--- config.mk ---
export PLATFORM = sky130hd
export DESIGN_NAME = prd_ram
export DESIGN_NICKNAME = d
export VERILOG_FILES = /design/src/hw/rtl/prd_pkg.sv /design/src/hw/rtl/prd_ram.sv
export SDC_FILE = /design/constraint.sdc
export NUM_CORES = 2
export LEC_CHECK = 0
export BUFFER_PORTS_ARGS = -buffer_cell sky130_fd_sc_hd__buf_2
export CORE_MARGIN = 3
export CORE_UTILIZATION = 55
export DETAILED_ROUTE_END_ITERATION = 8
export PLACE_DENSITY = 0.71
export REMOVE_ABC_BUFFERS = 1
export SKIP_LAST_GASP = 1
export SYNTH_ARGS = -nofsm -noshare
export SYNTH_HDL_FRONTEND = slang
export SYNTH_SLANG_ARGS = --single-unit
--- constraint.sdc ---
create_clock -name aclk -period 3.5 [get_ports aclk]
set_input_delay 0.525 -clock aclk [delete_from_list [all_inputs] [get_ports aclk]]
set_output_delay 0.525 -clock aclk [all_outputs]
set_load 0.1 [all_outputs]
--- src/hw/rtl/prd_pkg.sv ---
// Shared constants, codes and pipeline types of the phase reference deviation unit.
package prd_pkg;

    localparam int DIM_DEF    = 6;
    localparam int MAX_WP_DEF = 64;

    localparam int NCOORD = 6;   // coordinate fields on the input request
    localparam int CW     = 24;  // Q8.16 coordinate width
    localparam int PW     = 32;  // Q16.16 phase width
    localparam int WPIW   = 6;   // waypoint index field width
    localparam int CIW    = 3;   // coordinate index field width
    localparam int FW     = 16;  // interpolation fraction width
    localparam int DW     = 25;  // coordinate difference width
    localparam int SQW    = 48;  // squared difference width
    localparam int SUMW   = 51;  // square sum width
    localparam int RW     = 26;  // root width
    localparam int CNTW   = 7;   // waypoint count register width
    localparam int SDW    = 216; // input tdata width
    localparam int MDW    = 32;  // output tdata width

    localparam logic [1:0] CFG_WP_COUNT    = 2'd0;
    localparam logic [1:0] CFG_PHASE_RECIP = 2'd1;

    localparam logic KIND_LOAD  = 1'b0;
    localparam logic KIND_QUERY = 1'b1;

    typedef logic [NCOORD-1:0][CW-1:0] coord_vec_t;

    typedef struct packed {
        logic             valid;
        logic             kind;
        logic [WPIW-1:0]  wp;
        logic [CIW-1:0]   ci;
        logic [CW-1:0]    load_value;
        coord_vec_t       coords;
    } item_t;

    typedef struct packed {
        item_t           item;
        logic            clamped;
        logic [FW-1:0]   frac;
    } lookup_t;

    typedef struct packed {
        logic            valid;
        logic            clamped;
        logic [SUMW-1:0] sum;
    } sum_t;

    typedef struct packed {
        logic            valid;
        logic            clamped;
        logic [RW-1:0]   root;
    } root_t;

endpackage

--- src/hw/rtl/prd_ram.sv ---
// Generic RAM with one write port and two registered read ports.
module prd_ram import prd_pkg::*; #(
    parameter int WIDTH = CW,
    parameter int DEPTH = MAX_WP_DEF
) (
    input  logic                     aclk,
    input  logic                     we,
    input  logic [$clog2(DEPTH)-1:0] waddr,
    input  logic [WIDTH-1:0]         wdata,
    input  logic                     re,
    input  logic [$clog2(DEPTH)-1:0] raddr_a,
    input  logic [$clog2(DEPTH)-1:0] raddr_b,
    output logic [WIDTH-1:0]         rdata_a,
    output logic [WIDTH-1:0]         rdata_b
);

    logic [WIDTH-1:0] mem [DEPTH];
    logic [WIDTH-1:0] rdata_a_reg;
    logic [WIDTH-1:0] rdata_b_reg;

    always_ff @(posedge aclk) begin
        if (we) begin
            mem[waddr] <= wdata;
        end
        if (re) begin
            rdata_a_reg <= mem[raddr_a];
            rdata_b_reg <= mem[raddr_b];
        end
    end

    assign rdata_a = rdata_a_reg;
    assign rdata_b = rdata_b_reg;

endmodule

=== Yosys cells after proc, flatten, opt, wreduce, memory -nomap -nowiden ===
Memories as Yosys holds them, arrays and structs flattened. A register that Yosys moved wholly into a read port is not among the register bits.
Index checks and enable logic that the tools add are counted.

* Memory bits (writable): 1536
* Register bits: 0
* Logic and storage cells: 3
* Memories: 1

* Multiplexer cells: 2

{| class="wikitable"
|+ Memory list
! name !! words !! bits a word !! rd ports !! clocked after memory_dff !! wr ports !! line !! source
|-
| mem || 64 || 24 || 2 || 2 || 1 || prd_ram.sv:17 || <nowiki>logic [WIDTH-1:0] mem [DEPTH];</nowiki>
|}

{| class="wikitable"
|+ Operators with widths
! kind !! count
|-
| two-way mux 1 bit || 2
|}

=== Logic depth before layout (Yosys ltp) ===
* Depth in word-level cells: 2
* Depth in mapped cells: 10
* Gate-level depth less buffers: 5

=== Worst setup path before layout ===
OpenSTA, ideal clock, no wires.

* Path type: input to register
* Start: input waddr[3]
* End: memory mem[48][0] (netlist bit) (enable)
* Data arrival time: 2692 ps
* Setup time: 435 ps
* Setup slack: 373 ps
* Cell stages on the path: 4
* Buffers on the path: 1
* Required time: 3065 ps
* Path through: clkbuf_1 -> nor2b_1 -> nand4b_1 -> nor3_1

{| class="wikitable"
|+ RTL lines
! what !! line !! source
|-
| start, declared || prd_ram.sv:8 || <nowiki>input logic [$clog2(DEPTH)-1:0] waddr,</nowiki>
|-
| end, declared || prd_ram.sv:17 ||
|}

Straight into the memory's write port.

==> results_dict.tcl <==
set metrics [dict create \
    outcome "finished, final reports clean" \
    gp_congestion 0.8650 \
    crit_slowest_cell "nor2b_2" \
    max_stage_delay_ps 870 \
    critical_path.cell_chain "buf_2, nor2b_1, nor2b_2, buf_4, a32oi_1, and4_1" \
    ios 93 \
    cp_top_family "simple AND/OR/NAND/NOR gates" \
    path_depth 6 \
    htreeDepth 4 \
    grt_max_degree 65 \
    final_nets 3921 \
    dp_hpwl_um 132400 \
    fp.dieW_um 369.3 \
    seq_area_frac_synth 0.6554 \
    ctsHoldBuffers 0 \
    synth_top_area_frac 0.6554 \
    vdd_drop_max_mv 0.5583 \
    grt_pass1_vias 41620 \
    clk_path_buf_depth 3 \
    rsz0062_at_grt "false" \
    start_kind "input pin" \
    hp-class "input pin to register" \
    holdPathStages 1 \
    first_iter_violations 5812 \
    syn_area_mm2 0.07258 \
    cts_tree "yes" \
    ys_types 42 \
    worst_ep_required_time_ps 4040 \
    slew_headroom 0.1519 \
    synthFlopType "edfxtp_1" \
    async_flop_share 0 \
    p_leak_uw 0.02613 \
    synthTopCellsByArea "edfxtp_1, mux4_2, mux2i_1" \
    reg2regPathDepth 5 \
    reg2reg_from "mem[54][23]" \
    grtUsageTotal 0.3127 \
    ant_nets 0 \
    avgViaCountPerCell 7.225 \
    antenna_found_initial 6 \
    yosysWarnings 0 \
    finalClockSkew_ps 24.98 \
    clkTransAtPathRegs_ps 60 \
    tns_ps 0 \
    dieArea_mm2 0.1364 \
    die_h_um 369.3 \
    arrival_ps 3140 \
    rows 132 \
    root_buffer "clkbuf_16" \
    cts_resized 0 \
    grt_pass1_wl_um 302600 \
    synth_edf_count 1584 \
    worst_setup_path_end_kind "register" \
    cap_violations 0 \
    crit_buf_inv 2 \
    insertion_delay_ps 810 \
    worstPathMaxFanout 8 \
    fin_crit_sh 0.7414 \
    powerDensity_mw_per_mm2 512.6 \
    numCtsBuffers 158 \
    grt_overflow 0 \
    yosysTopAreaCell "edfxtp_1" \
    post_drt_wl_per_cell_um 36.72 \
    routed_wl_um 211200 \
    via_count 41570 \
    hold_violations 0 \
    clock.fmax_mhz 385.4 \
    worst_pin_slew_ps 1272 \
    largest_reg_flops 1536 \
    core-area_mm2 0.1303 \
    hold_ws_ps 250.8 \
    start_util 0.5570 \
    min_from "re" \
    syn_to_final_growth_pct 13.32 \
    synth_seq_cells 1584 \
    syn-instance-count 3655 \
    cts.sinks 1584 \
    period_needed_ps 2595 \
    synth_area_per_cell_um2 19.86 \
    drc 0 \
    cts_setup_buffers 0 \
    drv_slew 0 \
    first_pass_iters 6 \
    port_buffers 92 \
    setup_viol_count_final 0 \
    drive_above_1_share 0.3363 \
    crit_type "input pin to register" \
    crit_path_start "raddr_b[5]" \
]
[metrics by stage]
| stage | cells | worst slack [ps] | area, um^2 | util | power (uW) |
|---|---|---|---|---|---|
| 6_report | 5753 | 905.1 | 82250 | 0.6312 | 42160 |
| 5_1_grt | 5747 | 1013 | 82230 | 0.6310 | 43270 |
| 4_1_cts | 5747 | 997.8 | 82230 | 0.6310 | 42350 |
| 3_5_place_dp | 5458 | 142.3 | 76960 | 0.5906 | 25280 |
| 3_3_place_gp | 5458 | 159.9 | 76960 | 0.5906 | 25240 |
| 2_1_floorplan | 3365 | 529.9 | 70960 | - | 23370 |
[synth_stat cells, types with 2 or more instances]
| library cell | instances |
|---|---|
| o21ai_0 | 73 |
| or3b_2 | 3 |
| and4_1 | 24 |
| mux2i_1 | 287 |
| mux4_2 | 684 |
| nand2b_1 | 52 |
| edfxtp_1 | 1584 |
| a32oi_1 | 36 |
| o22ai_1 | 52 |
| o211ai_1 | 97 |
| o221ai_1 | 9 |
| buf_6 | 30 |
| clkbuf_1 | 101 |
| nor3_1 | 11 |
| and3_1 | 16 |
| nor2b_1 | 17 |
| nand2_1 | 90 |
| or3_1 | 3 |
| clkbuf_4 | 2 |
| buf_2 | 104 |
| buf_4 | 45 |
| and2_1 | 7 |
| nor4_1 | 8 |
| buf_1 | 8 |
| nand4_1 | 2 |
| nand3_1 | 27 |
| a221oi_1 | 15 |
| a22oi_1 | 121 |
| o22a_1 | 17 |
| a31oi_1 | 18 |
| nor2_1 | 75 |
| a22o_1 | 15 |
| a31o_1 | 8 |
| nand3b_1 | 6 |
[cell families (layout without fill, tap and decap cells)]
group,after synthesis,in the layout,synth area share
other,0,6,0
muxes,971,971,0.2518
buffers and inverters,292,642,0.02243
DFF,1584,1584,0.6554
AOI/OAI and AO/OA,463,463,0.04586
and+or+nand+nor,345,345,0.02450
[per-layer routing]
metal | GRT usage | part of all wire | up-vias
li1 | - | - | 16370
met1 | 0.4347 | 0.37 | 21890
met2 | 0.4830 | 0.47 | 2833
met3 | 0.06706 | 0.11 | 474
met4 | 0.1399 | 0.050 | 4
met5 | 0 | 0.00011 | -
[power breakdown]
part,switching [uW],total (uW),internal (uW)
registers,121,21200,21100
clock network,7380,17300,9880
logic,2320,3690,1360
[cells in the final DEF (no fill, tap or decap), types with 7 or more instances in the layout]
master	instances
edfxtp_1	1584
mux4_2	684
mux2i_1	287
buf_4	192
clkbuf_16	158
a22oi_1	121
o211ai_1	97
nand2_1	90
buf_2	83
o21ai_0	73
buf_12	70
nor2_4	56
nand2b_1	52
o22ai_1	52
a32oi_1	36
clkinv_1	30
nand3_1	27
clkinv_2	27
clkbuf_1	26
and4_1	24
bufinv_16	20
a31oi_1	18
o22a_1	17
and3_1	16
a22o_1	15
a221oi_1	15
nor2_1	12
nor2b_1	11
o221ai_1	9
clkinvlp_4	9
nor3_1	8
nor4_1	8
a31o_1	8
nor2_2	8
and2_1	7
[path summary, 6_finish.rpt]
| kind | end | slack, ps |
|---|---|---|
| max | rdata_b[20] | 910 |
| min | rdata_b[4] | 250 |
| max reg2reg | rdata_a[23] | 1420 |
| min reg2reg | rdata_b[12] | 970 |
[worst reg2reg max path, stage by stage, from the launching register on]
cell      delay [ps]
edfxtp_1         390
mux4_2           470
mux2i_1          300
a22oi_1          210
o211ai_1         290
o31ai_1          160
[area by class of cell]
cell class | count | area, um^2
diodes | 6 | 15.01
clock buffers | 184 | 4051
clock inverters | 105 | 1216
fillers | 8753 | 48060
inverters | 2 | 7.507
multi-input cells | 1779 | 23860
flip-flops and latches | 1584 | 47570
well taps | 1742 | 2180
repair buffers | 351 | 3348
(Power assumes the default switching activity.)
