`src/hw/rtl/prd_pkg.sv`:
```
// Shared constants, codes and pipeline types of the phase reference deviation unit.
package prd_pkg;

    localparam int DIM_DEF    = 6;
    localparam int MAX_WP_DEF = 64;

    localparam int NCOORD = 6;   // coordinate fields on the input request
    localparam int CW     = 24;  // Q8.16 coordinate width
    localparam int PW     = 32;  // Q16.16 phase width
    localparam int WPIW   = 6;   // waypoint index field width
    localparam int CIW    = 3;   // coordinate index field width
    localparam int FW     = 16;  // interpolation fraction width
    localparam int DW     = 25;  // coordinate difference width
    localparam int SQW    = 48;  // squared difference width
    localparam int SUMW   = 51;  // square sum width
    localparam int RW     = 26;  // root width
    localparam int CNTW   = 7;   // waypoint count register width
    localparam int SDW    = 216; // input tdata width
    localparam int MDW    = 32;  // output tdata width

    localparam logic [1:0] CFG_WP_COUNT    = 2'd0;
    localparam logic [1:0] CFG_PHASE_RECIP = 2'd1;

    localparam logic KIND_LOAD  = 1'b0;
    localparam logic KIND_QUERY = 1'b1;

    typedef logic [NCOORD-1:0][CW-1:0] coord_vec_t;

    typedef struct packed {
        logic             valid;
        logic             kind;
        logic [WPIW-1:0]  wp;
        logic [CIW-1:0]   ci;
        logic [CW-1:0]    load_value;
        coord_vec_t       coords;
    } item_t;

    typedef struct packed {
        item_t           item;
        logic            clamped;
        logic [FW-1:0]   frac;
    } lookup_t;

    typedef struct packed {
        logic            valid;
        logic            clamped;
        logic [SUMW-1:0] sum;
    } sum_t;

    typedef struct packed {
        logic            valid;
        logic            clamped;
        logic [RW-1:0]   root;
    } root_t;

endpackage

```
`src/hw/rtl/prd_sqrt.sv`:
```
// Pipelined integer square root, one root bit per stage.
module prd_sqrt import prd_pkg::*; (
    input  logic  aclk,
    input  logic  aresetn,
    input  logic  en,
    input  sum_t  sin,
    output root_t rout
);

    localparam int TW = SUMW + 3;

    logic [SUMW-1:0] rem_reg  [RW];
    logic [RW-1:0]   root_reg [RW];
    logic            v_reg    [RW];
    logic            c_reg    [RW];

    for (genvar k = 0; k < RW; k++) begin : g_bit
        localparam int B = RW - 1 - k;
        logic [SUMW-1:0] rem_in, rem_next;
        logic [RW-1:0]   root_in, root_next;
        logic            v_in, c_in, take;
        logic [TW-1:0]   test;

        if (k == 0) begin : g_first
            assign rem_in  = sin.sum;
            assign root_in = '0;
            assign v_in    = sin.valid;
            assign c_in    = sin.clamped;
        end else begin : g_rest
            assign rem_in  = rem_reg[k-1];
            assign root_in = root_reg[k-1];
            assign v_in    = v_reg[k-1];
            assign c_in    = c_reg[k-1];
        end

        // Remainder holds x - root^2; setting bit B costs root*2^(B+1) + 2^(2B).
        assign test      = (TW'(root_in) << (B + 1)) + (TW'(1) << (2 * B));
        assign take      = TW'(rem_in) >= test;
        assign rem_next  = take ? SUMW'(TW'(rem_in) - test) : rem_in;
        assign root_next = take ? (root_in | (RW'(1) << B)) : root_in;

        always_ff @(posedge aclk) begin
            if (!aresetn) begin
                v_reg[k] <= 1'b0;
            end else if (en) begin
                v_reg[k] <= v_in;
            end
        end

        always_ff @(posedge aclk) begin
            if (en) begin
                rem_reg[k]  <= rem_next;
                root_reg[k] <= root_next;
                c_reg[k]    <= c_in;
            end
        end
    end

    assign rout.valid   = v_reg[RW-1];
    assign rout.clamped = c_reg[RW-1];
    assign rout.root    = root_reg[RW-1];

endmodule

```
`config.mk`:
```
export PLATFORM = sky130hd
export DESIGN_NAME = prd_sqrt
export DESIGN_NICKNAME = d
export VERILOG_FILES = /design/src/hw/rtl/prd_pkg.sv /design/src/hw/rtl/prd_sqrt.sv
export SDC_FILE = /design/constraint.sdc
export NUM_CORES = 2
export LEC_CHECK = 0
export BUFFER_PORTS_ARGS = -buffer_cell sky130_fd_sc_hd__buf_2
export CORE_ASPECT_RATIO = 0.75
export CORE_MARGIN = 2
export CORE_UTILIZATION = 57
export DETAILED_ROUTE_END_ITERATION = 6
export GPL_TIMING_DRIVEN = 0
export PLACE_DENSITY_LB_ADDON = 0.3
export SLEW_MARGIN = 5
export SYNTH_ARGS = -nofsm -noshare
export SYNTH_HDL_FRONTEND = slang
export SYNTH_SLANG_ARGS = --single-unit
export TNS_END_PERCENT = 50
```
`constraint.sdc`:
```
create_clock -name aclk -period 3.28 [get_ports aclk]
set_input_delay 0.492 -clock aclk [delete_from_list [all_inputs] [get_ports aclk]]
set_output_delay 0.492 -clock aclk [all_outputs]
set_load 0.01 [all_outputs]
```
# Word-level counts from Yosys, hierarchy flattened
# Memories as Yosys holds them, arrays and structs flattened.
# Index checks and enable logic that the tools add are counted.
# op_classes
n_addsub,51
n_lt_le_gt_ge,26
muxes,83
bitwise_logic,26
# op_table
cell,n
$mux W51,26
$sub A51 B51 Y51,2
$add A51 B49 Y52 const B,1
$ge A51 B52 Y1,1
$add A50 B47 Y51 const B,1
$ge A51 B28 Y1,1
$ge A51 B29 Y1,1
$ge A51 B30 Y1,1
$ge A51 B31 Y1,1
$ge A51 B32 Y1,1
$ge A51 B33 Y1,1
$ge A51 B34 Y1,1
$ge A51 B35 Y1,1
$ge A51 B36 Y1,1
$ge A51 B37 Y1,1
$ge A51 B38 Y1,1
$ge A51 B39 Y1,1
$ge A51 B40 Y1,1
$ge A51 B41 Y1,1
$ge A51 B42 Y1,1
$ge A51 B43 Y1,1
$ge A51 B44 Y1,1
$ge A51 B45 Y1,1
$ge A51 B46 Y1,1
80 further kinds,136
# totals
ff_bits,0
ramBits,2054
out_inout_bits,28
elab_cells,190
n_memories,4
# memory_table
memory,depth,word_bits,rd,rd_clocked_by_memory_dff,write_ports,line_no,source
rem_reg,26,51,25,0,26,prd_sqrt.sv:12,logic [SUMW-1:0] rem_reg [RW];
root_reg,26,26,26,0,26,prd_sqrt.sv:13,logic [RW-1:0] root_reg [RW];
c_reg,26,1,26,0,26,prd_sqrt.sv:15,logic c_reg [RW];
v_reg,26,1,26,0,26,prd_sqrt.sv:14,logic v_reg [RW];

# Longest topological paths before layout
# logic_depth
ltp_word,4
mapped_depth,15
mapped_depth_nobuf,12

# Worst setup path after synthesis
# No wires, ideal clock.
# synth_timing
kind,register to register
from,memory rem_reg[23][10] (netlist: rem_reg[1][367])
to,"memory rem_reg[24][38] (netlist: rem_reg[1][446]), data pin"
setup_ps,258
t_arrival_ps,2989
required_time_ps,3022
setup_slack_ps,33
stages_incl_launch_ff,13
path_buffers,2
period_less_slack_ps,3247
cell_sequence,edfxtp_1 > ha_1 > clkbuf_1 > nand4_1 > a211oi_1 > nor4b_1 > nor2_1 > a311oi_1 > o31a_1 > nor4_1 > clkbuf_1 > nand3_1 > xnor2_1
# synth_rtl
item,line_no
"start, declared",prd_sqrt.sv:12

==> results by group <==
Status
  • Status: finished, violations left
  • Failing checks: negative setup slack

Finish
  • Area added between synthesis and finish: 18.1%
  • Fin nets: 7088
  • Share of cells above drive strength 1: 16.3%
  • Design area: 0.0929 mm²
  • Utilization after layout: between 60% and 70%
  • Number of flip-flops in the largest register: ~1300
  • Layout Cells excl Fill: 8650

Critical path
  • Worst reg2reg path depth: 10
  • CP startpoint: rem_reg[1][116]
  • Crit-path max FO: 3
  • R2r setup slk: -0.40 ns
  • Crit-path slowest cell: or4b_4
  • Worst Setup EP: rem_reg[1][199]
  • Req. time, crit path: 3.84 ns
  • Cell mode on critical path: nor4b_4
  • CP Class: reg2reg
  • Worst r2r src: rem_reg[1][116]
  • Critical Path Sink Type: flop
  • Slowest stage delay, CP: 0.57 ns
  • Levels on crit path: 10
  • Top Family by Delay on Critical Path: simple AND/OR/NAND/NOR gates
  • CP Cell Sequence: ha_4, nor4b_4, nand4_1, nor3_4, a211o_1, nor3_4, or4b_4, nor4b_4, nor4b_4, xor2_1
  • Critical path startpoint category: flop
  • CP Data Arrival Time: ~4.2 ns
  • R2R Path End: rem_reg[1][199]
  • Worst path bufs/invs: 0

Floorplanning
  • Site Rows: 118
  • Die Span X: roughly 430 µm
  • Total core area: 0.138 mm²
  • Initial Utilization: between 50% and 60%
  • Chip height: 326 µm
  • Die area: 0.141 mm²
  • I/O pin count: 84

Timing
  • Setup WS post-layout: -0.402 ns
  • Fin crit share: 112%
  • Total Neg Setup Slack: -8.10 ns
  • Min Tclk post-route: around 3.7 ns
  • Worst slew pin tran: 1.27 ns
  • Final setup violation count: 97
  • Peak Freq: between 0.2 and 0.3 GHz
  • Final Skew: 0.0457 ns
  • Unrepaired setup endpoints after global routing: true
  • Slew Limit Headroom: between 10% and 20%
  • Final hold violations: 0
  • Max Transition Viols Final: 0

Synthesis
  • Main area contributors after synthesis: edfxtp_1 (64%), ha_1 (5.9%), xnor2_1 (3.2%)
  • Synth async-reset ratio: 0%
  • Cell count after synthesis: 6166
  • Mapped Area: between 0.07 and 0.08 mm²
  • EDFF count, synth: 1677
  • Seq/Total Area, Yosys: between 60% and 70%
  • Post-synthesis register bit count: 1678
  • Area leader, netlist: edfxtp_1
  • Main synth FF type: edfxtp_1
  • Net Count, Synth: 6596
  • Syn. warnings: 0
  • Top-area cell type share of the netlist area: 64.0%
  • Synth Area per Inst: between 10 and 15 µm²
  • Post-synth cell types: 85

Power and ir drop
  • Gate power share: 23.3%
  • Sw Ratio: 30.7%
  • Seq pwr share: 47.1%
  • Power Density: 676 mW/mm²
  • Leakage Power: 0.0349 µW
  • Cell Int Power: 43500 µW
  • Clock share of power: 29.6%
  • Net switching power: 19300 µW
  • Peak VDD IR: 509 µV

Place
  • DP Cell Count: 8119
  • DP Wirelength: ~140000 µm
  • Pre-CTS setup slack: -1.59 ns
  • PortBufs: a little over 80
  • Placed cell areas: 0.0817 mm²
  • GPL Wtd Cong: 0.995

Global route
  • Vias in the first global route: 48521
  • Tot GR Track Use: 27.8%
  • Antenna violations before repair: 7
  • Largest net degree at the start of global routing: about 170
  • Global-route wire length before repair: 296000 µm
  • GRT overflow: 0

CTS
  • Clock Tree Buf Depth: 3
  • Clock sink count: 1678
  • H-tree level count: 4
  • Reg clk slew, reported paths: 0.06 ns
  • Clk_lat worst skew: 0.84 ns
  • Root Driver: clkbuf_16
  • TritonCTS buffer count: 160
  • CTS tree: yes

Route
  • DRT antenna net count: 0
  • Iter 0 DRT Violations: 6753
  • DR WL/cell: 23.2 µm
  • Final Routed Wirelength: 201000 µm
  • Vias post-DR: 52361
  • Vias per Instance: 6.05
  • Drt first pass iters: 6
  • DRC viols: 0

Worst hold path
  • Hold Crit Class: in2reg

Flow run
  • Max cap viols: 0
==> area by class of cell <==
type	count	area [µm²]
Buffer	86	623
Inverter	460	1780
Fill cell	9586	44700
Antenna cell	1	2.50
Clock inverter	103	1160
Sequential cell	1678	50400
Clock buffer	190	4120
Multi-Input combinational cell	3917	29400
Tap cell	1860	2330
Timing Repair Buffer	355	3100
==> how the worst min path moves through the flow <==
stage                   start         to  slack (ns)  cells after the start
finish                aresetn  v_reg[22]        0.07                      2
global route          aresetn  v_reg[25]        0.06                      2
CTS                   aresetn  v_reg[21]        0.01                      2
detailed placement   c_reg[1]   c_reg[2]        0.41                      0
global placement    c_reg[13]  c_reg[14]        0.40                      0
floorplan            c_reg[9]  c_reg[10]        0.40                      0
==> cell families (layout without fill, tap and decap cells) <==
family,after synthesis,after routing,synth area share (%)
AND/OR/NAND/NOR,1832,1832,11.8
flip-flops,1678,1678,64.0
AO/OA/AOI/OAI,1113,1113,8.62
buffers and inverters,571,1194,2.78
XOR/XNOR,545,545,6.07
adder cells (fa/ha/maj),374,374,5.96
multiplexers,52,52,0.725
other,1,2,0.00477
==> power by group through the flow <==
stage,Clock [µW],Sequential [µW],Combinational (µW)
detailed placement,0,29800,11600
global placement,0,30800,11400
CTS,18800,29400,12800
floorplan,0,28800,8470
finish,18600,29600,14600
global route,19700,29800,15800
==> cells in the final DEF (no fill, tap or decap), drive strengths merged, types with 55 or more instances in the layout <==
cell and instances:
inv 460, xnor2 287, buf 334, xor2 258
nor2 413, o21ai 329, or3 60, nand3 97
clkbuf 244, nand2b 77, nor3 170, nand2 434
edfxtp 1677, a21oi 355, clkinv 80, a21o 115
nand4 103, nor4 212, ha 373, and3 58
o21a 55
==> per-stage QoR <==
stage                     total power, µW  hold WS (ns)
after floorplan                     37300         0.400
after global placement              42200         0.405
after detailed placement            41400         0.406
after CTS                           61100        0.0139
after global routing                65300        0.0634
final                               62800        0.0719
==> routing by layer <==
| metal | vias up | share of wire [%] | global-route usage (%) |
|---|---|---|---|
| met2 | 2398 | 39 | 35.1 |
| met1 | 25725 | 47 | 45.9 |
| met4 | 0 | 1.5 | 5.83 |
| met3 | 221 | 12 | 8.84 |
| met5 | - | 0 | 0 |
| li1 | 24017 | - | - |
==> worst reg2reg max path, cell delays in order, from the launching register on <==
cell and delay (ns):
edfxtp_1 0.44, ha_4 0.34, nor4b_4 0.21, nand4_1 0.40, nor3_4 0.48, a211o_1 0.24, nor3_4 0.05, or4b_4 0.57
nor4b_4 0.33, nor4b_4 0.26, xor2_1 0.11
==> Yosys cell counts (all sizes together), types with 35 or more instances <==
cell type and count:
a21oi 355, nand4 103, and3 58, a211oi 35, a21o 115, nor2b 39
nor4 212, nor3 170, nand2 434, or4 36, nand2b 77, o21a 55
o21ai 329, ha 373, clkbuf 82, or3 60, nor2 413, edfxtp 1677
xnor2 287, nand3 97, mux2 40, xor2 258, inv 459
==> repair_timing <==
| item | CTS | global route |
|---|---|---|
| pin swaps | 86 | 141 |
| gates resized for setup | 390 | 429 |
| setup buffers | 101 | 107 |
| endpoints found under the hold margin | 53 | 0 |
| gates cloned | 2 | 2 |
| hold buffers | 53 | 0 |
| endpoints found under the setup margin | 542 | 470 |
No activity file was read; power rests on OpenSTA's default activity.
