## src/hw/rtl/prd_pkg.sv

```systemverilog
// Shared constants, codes and pipeline types of the phase reference deviation unit.
package prd_pkg;

    localparam int DIM_DEF    = 6;
    localparam int MAX_WP_DEF = 64;

    localparam int NCOORD = 6;   // coordinate fields on the input request
    localparam int CW     = 24;  // Q8.16 coordinate width
    localparam int PW     = 32;  // Q16.16 phase width
    localparam int WPIW   = 6;   // waypoint index field width
    localparam int CIW    = 3;   // coordinate index field width
    localparam int FW     = 16;  // interpolation fraction width
    localparam int DW     = 25;  // coordinate difference width
    localparam int SQW    = 48;  // squared difference width
    localparam int SUMW   = 51;  // square sum width
    localparam int RW     = 26;  // root width
    localparam int CNTW   = 7;   // waypoint count register width
    localparam int SDW    = 216; // input tdata width
    localparam int MDW    = 32;  // output tdata width

    localparam logic [1:0] CFG_WP_COUNT    = 2'd0;
    localparam logic [1:0] CFG_PHASE_RECIP = 2'd1;

    localparam logic KIND_LOAD  = 1'b0;
    localparam logic KIND_QUERY = 1'b1;

    typedef logic [NCOORD-1:0][CW-1:0] coord_vec_t;

    typedef struct packed {
        logic             valid;
        logic             kind;
        logic [WPIW-1:0]  wp;
        logic [CIW-1:0]   ci;
        logic [CW-1:0]    load_value;
        coord_vec_t       coords;
    } item_t;

    typedef struct packed {
        item_t           item;
        logic            clamped;
        logic [FW-1:0]   frac;
    } lookup_t;

    typedef struct packed {
        logic            valid;
        logic            clamped;
        logic [SUMW-1:0] sum;
    } sum_t;

    typedef struct packed {
        logic            valid;
        logic            clamped;
        logic [RW-1:0]   root;
    } root_t;

endpackage

```

## src/hw/rtl/prd_phase.sv

```systemverilog
// Phase scaling, clamping and mapping onto the waypoint polyline (three stages).
module prd_phase import prd_pkg::*; #(
    parameter int MAX_WAYPOINTS = MAX_WP_DEF
) (
    input  logic                             aclk,
    input  logic                             aresetn,
    input  logic                             en,
    input  item_t                            in_item,
    input  logic [PW-1:0]                    in_phase,
    input  logic [PW-1:0]                    recip,
    input  logic [$clog2(MAX_WAYPOINTS)-1:0] nm1,
    output lookup_t                          lk,
    output logic [$clog2(MAX_WAYPOINTS)-1:0] low,
    output logic [$clog2(MAX_WAYPOINTS)-1:0] high
);

    localparam int WPW = $clog2(MAX_WAYPOINTS);
    localparam int MW  = 33 + WPW;

    item_t                s1_reg, s2_reg, s3_reg;
    logic signed [63:0]   prod_reg, prod_next;
    logic [32:0]          alpha_reg, alpha_next;
    logic                 clamp2_reg, clamp2_next, clamp3_reg;
    logic [MW-1:0]        pos;
    logic [WPW-1:0]       low_reg, low_next, high_reg, high_next;
    logic [FW-1:0]        frac_reg;

    assign prod_next = 64'($signed(in_phase)) * 64'($signed({1'b0, recip}));

    always_comb begin
        if (prod_reg < 64'sd0) begin
            alpha_next  = '0;
            clamp2_next = 1'b1;
        end else if (prod_reg > 64'sd4294967296) begin
            alpha_next  = 33'h1_0000_0000;
            clamp2_next = 1'b1;
        end else begin
            alpha_next  = prod_reg[32:0];
            clamp2_next = 1'b0;
        end
    end

    // The scaled phase never exceeds one, so the segment never passes the last waypoint.
    assign pos       = MW'(alpha_reg) * MW'(nm1);
    assign low_next  = pos[32 +: WPW];
    assign high_next = (low_next < nm1) ? low_next + 1'b1 : nm1;

    always_ff @(posedge aclk) begin
        if (!aresetn) begin
            s1_reg.valid <= 1'b0;
            s2_reg.valid <= 1'b0;
            s3_reg.valid <= 1'b0;
        end else if (en) begin
            s1_reg.valid <= in_item.valid;
            s2_reg.valid <= s1_reg.valid;
            s3_reg.valid <= s2_reg.valid;
        end
    end

    always_ff @(posedge aclk) begin
        if (en) begin
            s1_reg.kind       <= in_item.kind;
            s1_reg.wp         <= in_item.wp;
            s1_reg.ci         <= in_item.ci;
            s1_reg.load_value <= in_item.load_value;
            s1_reg.coords     <= in_item.coords;
            prod_reg          <= prod_next;
            s2_reg.kind       <= s1_reg.kind;
            s2_reg.wp         <= s1_reg.wp;
            s2_reg.ci         <= s1_reg.ci;
            s2_reg.load_value <= s1_reg.load_value;
            s2_reg.coords     <= s1_reg.coords;
            alpha_reg         <= alpha_next;
            clamp2_reg        <= clamp2_next;
            s3_reg.kind       <= s2_reg.kind;
            s3_reg.wp         <= s2_reg.wp;
            s3_reg.ci         <= s2_reg.ci;
            s3_reg.load_value <= s2_reg.load_value;
            s3_reg.coords     <= s2_reg.coords;
            clamp3_reg        <= clamp2_reg;
            low_reg           <= low_next;
            high_reg          <= high_next;
            frac_reg          <= pos[31:16];
        end
    end

    assign lk.item    = s3_reg;
    assign lk.clamped = clamp3_reg;
    assign lk.frac    = frac_reg;
    assign low        = low_reg;
    assign high       = high_reg;

endmodule

```

## config.mk

```make
export PLATFORM = sky130hd
export DESIGN_NAME = prd_phase
export DESIGN_NICKNAME = d
export VERILOG_FILES = /design/src/hw/rtl/prd_pkg.sv /design/src/hw/rtl/prd_phase.sv
export SDC_FILE = /design/constraint.sdc
export NUM_CORES = 2
export LEC_CHECK = 0
export BUFFER_PORTS_ARGS = -buffer_cell sky130_fd_sc_hd__buf_2
export CAP_MARGIN = 25
export CORE_MARGIN = 4
export CORE_UTILIZATION = 65
export CTS_CLUSTER_DIAMETER = 100
export DETAILED_ROUTE_END_ITERATION = 10
export HOLD_SLACK_MARGIN = 0.1
export PLACE_DENSITY = 0.85
export SLEW_MARGIN = 0
export SYNTH_ARGS = -nofsm -noshare
export SYNTH_HDL_FRONTEND = slang
export SYNTH_SLANG_ARGS = --single-unit
```

## constraint.sdc

```tcl
create_clock -name aclk -period 20.2 [get_ports aclk]
set_input_delay 1.01 -clock aclk [delete_from_list [all_inputs] [get_ports aclk]]
set_output_delay 1.01 -clock aclk [all_outputs]
set_load 0.01 [all_outputs]
```

* After elaboration in Yosys (flattened, before gate mapping)
Cells that the tools add are included.
** Operators by class
- Add/sub/neg operators :: 1
- $mul :: 2
- $lt $le $gt $ge :: 3
- Reductions and logical operators :: 1
- Multiplexer cells :: 3
** Operator list (number)
- $gt A64 B34 Y1 const B :: 1
- $lt A64 B1 Y1 const B :: 1
- $mul A32 B33 Y64 :: 1
- $mul A33 B6 Y38 :: 1
- $mux W33 :: 1
- $add A6 B1 Y6 const B :: 1
- $lt A6 B6 Y1 :: 1
- $mux W6 :: 1
- $reduce_or A2 Y1 :: 1
- $mux W1 :: 1
** Word-level totals
- Word-level logic and storage cells :: 51
- Bits in registers :: 664
- Output and inout bits :: 208
- Bits of input ports :: 252

* Depth between registers and ports, before layout
- Depth after elaboration :: 3
- Gate-level depth with buffers :: 29
- Mapped depth without buffers :: 27

* Worst setup path after synthesis
No wires, ideal clock.
- Kind :: in2reg
- Start :: input port recip[17]
- End :: register prod_reg[59], data pin
- Required time :: 19.940 ns
- Slack :: 12.028 ns
- Stages on the path :: 24
- Arrival :: 7.912 ns
- Setup time :: 0.260 ns
- Path through :: clkbuf_1 and2_1 fa_1 fa_1 fa_1 inv_1 fa_1 inv_1 fa_1 fa_1 fa_1 fa_1 ha_1 a21o_1 a21o_1 a2111oi_0 o31ai_1 a31oi_1 nand3b_1 o311ai_1 a31oi_1 o21ai_1 a31oi_1 xnor2_1
** Between the ends
- Word-level cells in the longest chain between the ends :: 1
** Ends and longest elaborated chain
- start: declaration :: RTL line prd_phase.sv:10 : input logic [PW-1:0] recip,
- $mul A32 B33 Y64 :: RTL line prd_phase.sv:28 : assign prod_next = 64'($signed(in_phase)) * 64'($signed({1'b0, recip}));
- named net prod_next[59] :: RTL line prd_phase.sv:21 : logic signed [63:0] prod_reg, prod_next;
- end signal: assignment :: RTL line prd_phase.sv:67 : prod_reg <= prod_next;
- end: declaration :: RTL line prd_phase.sv:21
The timed path passes the listed nets, and every way through them passes these cells.
A chain may end at the register's enable or synchronous reset.

* Final worst setup path
- Start :: input port in_phase[31]
- End :: register prod_reg[62], data pin
** Between the ends
- Word-level cells in the longest chain between the ends :: 1
** Ends and longest elaborated chain
- start: declaration :: RTL line prd_phase.sv:9 : input logic [PW-1:0] in_phase,
- $mul A32 B33 Y64 :: RTL line prd_phase.sv:28
- named net prod_next[62] :: RTL line prd_phase.sv:21
The timed path passes the listed nets, and every way through them passes these cells.

==> results list <==
- The number of pins with negative max-slew slack in the final report came to 0.
- The first global-routing pass estimated 226 mm of wire.
* CP Launch Type: input pin
* Detailed-route via count: 38000
- Buffers inserted during clock tree synthesis total 58.
* R2R Path End: high[5]
- The net count of the finished layout is 7031.
- Vias/cell: 5.70
- After Yosys synthesis, XOR and XNOR cells account for 1.31% of the synthesized area.
* Initial DRT Pass Iterations: 6
- For this configuration, the core starts out at a cell density of 65.9%.
- Setup violations remaining at the end of the flow were counted as 0.
- The area growth from synthesis to layout is 8.43%.
- Counting along the longest clock path gives a buffer depth of 3.
* Count of cells along the worst register-to-register path: 21
- STA puts the critical path data required time at 20550 ps.
* Mapped cell area: 59600 µm²
- Final core utilization: 71.5%
* Combinational family with the most area after synthesis: adder cells
* Number of distinct library cell variants in the gate-level netlist after synthesis: 66
- Clock tree skew after final layout: 25.5 ps
- Flop-to-flop setup slack: 13660 ps
- The initial antenna violation count came to 25.
* Routability congestion estimate: 0.934
- Pin count of the biggest net entering global routing: 156
* Unrepaired setup endpoints after global routing: false
- Post-synth EDFFs: 661
- After layout, the worst path uses 44.8% of the clock period.
- Total congestion overflow after global routing: 0
- In this run the worst path has a maximum fanout of 18.
- Summed over all nets, the half-perimeter wirelength after detailed placement is 106 mm.
- Standard cell core area: 90400 µm²
- Post-synthesis share of cell area spent on full adders, half adders and majority gates: 41.4%
* Setup TNS after final layout: 0 ps
- Detailed Route WL: 141 mm
- Post-Syn Instances: 5126
- The worst register-to-register path begins at alpha_reg[16].
- The die covers 96600 µm².
* Via count of the first global-routing pass: 41500
- Sorting the synthesized cells by area gives the leading types as sky130_fd_sc_hd__fa_1, sky130_fd_sc_hd__edfxtp_1, sky130_fd_sc_hd__and2_1.
* Total number of clock tree sinks: 664
- The filler cells instantiated in the layout total 6118.
- The Yosys step of the flow raised 0 warnings.
- The synthesized netlist devotes 12.8% of its cell area to simple gates.
* Number of nets with antenna violations after detailed routing: 0
* Synthesized-area fraction occupied by ao, oa, aoi and oai cells: 3.12%
- The number of nets in the synthesized netlist is 6738.
* Row Count: 110
* Buffers on Ports: 459
* Combined global-route utilization of all metal layers: 29.8%
* Number of flip-flops and latches in the synthesized netlist: 664
- In this run the vertical extent of the chip is 311 µm.
* Endpoint of the worst hold-timing path: lk[86]
* Starting DRC count in detailed routing: 3082
- The largest individual stage delay along the critical path comes from the cell sky130_fd_sc_hd__clkinv_1.
- Status: finished clean
- Io pins: 460
- Clock-pin slew was measured on the worst setup and hold paths at 70 ps.
* Time the worst path needs with I/O delays and setup: 9040 ps
* Cell with the most instances after synthesis: sky130_fd_sc_hd__fa_1
- Proportion of synthesized flip-flops having asynchronous set or reset: 0%
- A synthesized cell averages 11.6 µm².
- From left edge to right edge, the die measures 311 µm.
* Cell depth of the worst hold path: 0
- In this design, the critical path's most frequently occurring cell is sky130_fd_sc_hd__fa_1.
* Worst slew margin relative to its limit: 26.9%
- Post-CTS timing repair inserted 0 buffers for setup.
- The later pin in the worst-skew pair is clocked with a latency of 610 ps.
* Maximum level of the CTS H-tree: 2
- In this run the worst hold path is classified as reg -> reg.
* Number of maximum-capacitance constraint violations: 0
* Share of cell area taken by muxes after synthesis: 0.103%
- TritonCTS built the clock tree.
* WL per Instance: 21.2 µm
- Cell type contributing the most total cell area after synthesis: sky130_fd_sc_hd__fa_1
* Top_reg_cell synth: sky130_fd_sc_hd__edfxtp_1
* Hold Crit Start: s2_reg[69]
* Transition time at the pin with the least slew margin: 1100 ps
- Data on the critical path arrives at its endpoint at 9390 ps.
- Cell at the root of the clock tree: sky130_fd_sc_hd__clkbuf_16
* Critical path capture point type: flop
* Hold Buf Count CTS: 0
- Top achievable clock speed: 111 MHz
- Critical path class: in -> reg
* Slowest stage delay, CP: 850 ps
- For this run, the register share of the synthesized area comes to 33.4%.
- List of most frequent post-synthesis cells: sky130_fd_sc_hd__fa_1, sky130_fd_sc_hd__inv_1, sky130_fd_sc_hd__and2_1, sky130_fd_sc_hd__edfxtp_1, sky130_fd_sc_hd__nand2_1
- Post-CTS sizing: 0
- The final count of hold timing violations came to 0.
- The synthesized design devotes to its leading area cell type 34.3% of total area.
- Share of post-route cells with drive strength above 1: 10.7%
- Post-route DRC violation count: 0
-- worst max path at each step --
stage / startpoint / to / slack, ps
2_1_floorplan: recip[17] / prod_reg[59] / 12030
3_3_place_gp: in_phase[31] / prod_reg[62] / 10880
3_5_place_dp: in_phase[31] / prod_reg[62] / 10670
4_1_cts: in_phase[31] / prod_reg[62] / 11320
5_1_grt: recip[19] / prod_reg[59] / 10890
6_report: in_phase[31] / prod_reg[62] / 11160
-- cell type report --
cell class	count	area [µm²]	area share [%]
multi-input cells	3213	35000	54.1
flip-flops and latches	664	19900	30.8
inverters	1004	3770	5.83
repair buffers	478	2510	3.88
clock buffers	64	1470	2.28
well taps	1176	1470	2.28
clock inverters	43	459	0.711
diodes	17	42.5	0.0658
-- stage by stage --
step | instance area (µm²) | std cells | setup WS [ps] | hold WS [ps]
after global routing | 64600 | 6657 | 10890 | 412
after global placement | 62600 | 6532 | 10880 | 400
after detailed placement | 62600 | 6532 | 10670 | 405
after floorplan | 59600 | 5126 | 12030 | 400
final | 64600 | 6659 | 11160 | 406
after CTS | 64500 | 6639 | 11320 | 412
-- per-layer routing --
layer,vias to the layer above,routed length [µm],GRT usage (%)
met4,8,5130,9.84
met3,407,13700,6.53
met1,19200,51200,38.0
met2,2004,71400,51.4
met5,-,45,0
li1,16400,-,-
-- cell usage in the layout, fill, tap and decap left out, drive strengths merged, types with 5 or more instances in the layout --
cell and instances:
nor4 15, nand4 22, nor2b 14, a21oi 95, clkbuf 64, ha 340, diode 17, edfxtp 661
o21bai 8, and2 693, nand2b 21, mux2i 5, nand3 21, buf 478, and3 19, clkinv 30
nor3 11, xnor2 55, o21ai 53, o31ai 5, inv 1009, or3 7, a31oi 13, nand3b 5
nand2 579, o21a 9, a211oi 8, a21o 69, bufinv 7, fa 1020, xor2 33, nor2 54
-- critical path, delay by kind of cell --
kind	cells	cell delay, ps
adders and majority gates	9	4650
AOI/OAI and AO/OA	6	1710
buffers and inverters	7	1560
and+or+nand+nor	3	350
xor gates and xnor gates	1	90
-- cell families (layout without fill, tap and decap cells) --
group / Yosys count / count (layout)
AO/OA/AOI/OAI: 287 / 287
XOR/XNOR: 88 / 88
adder cells (fa/ha/maj): 1360 / 1360
buffers and inverters: 1249 / 1589
flip-flops: 664 / 664
multiplexers: 6 / 6
other: 0 / 17
AND/OR/NAND/NOR: 1472 / 1472
Power is not shown: default switching activity piles up to over one toggle a cycle in this logic, so the estimate is an artifact.
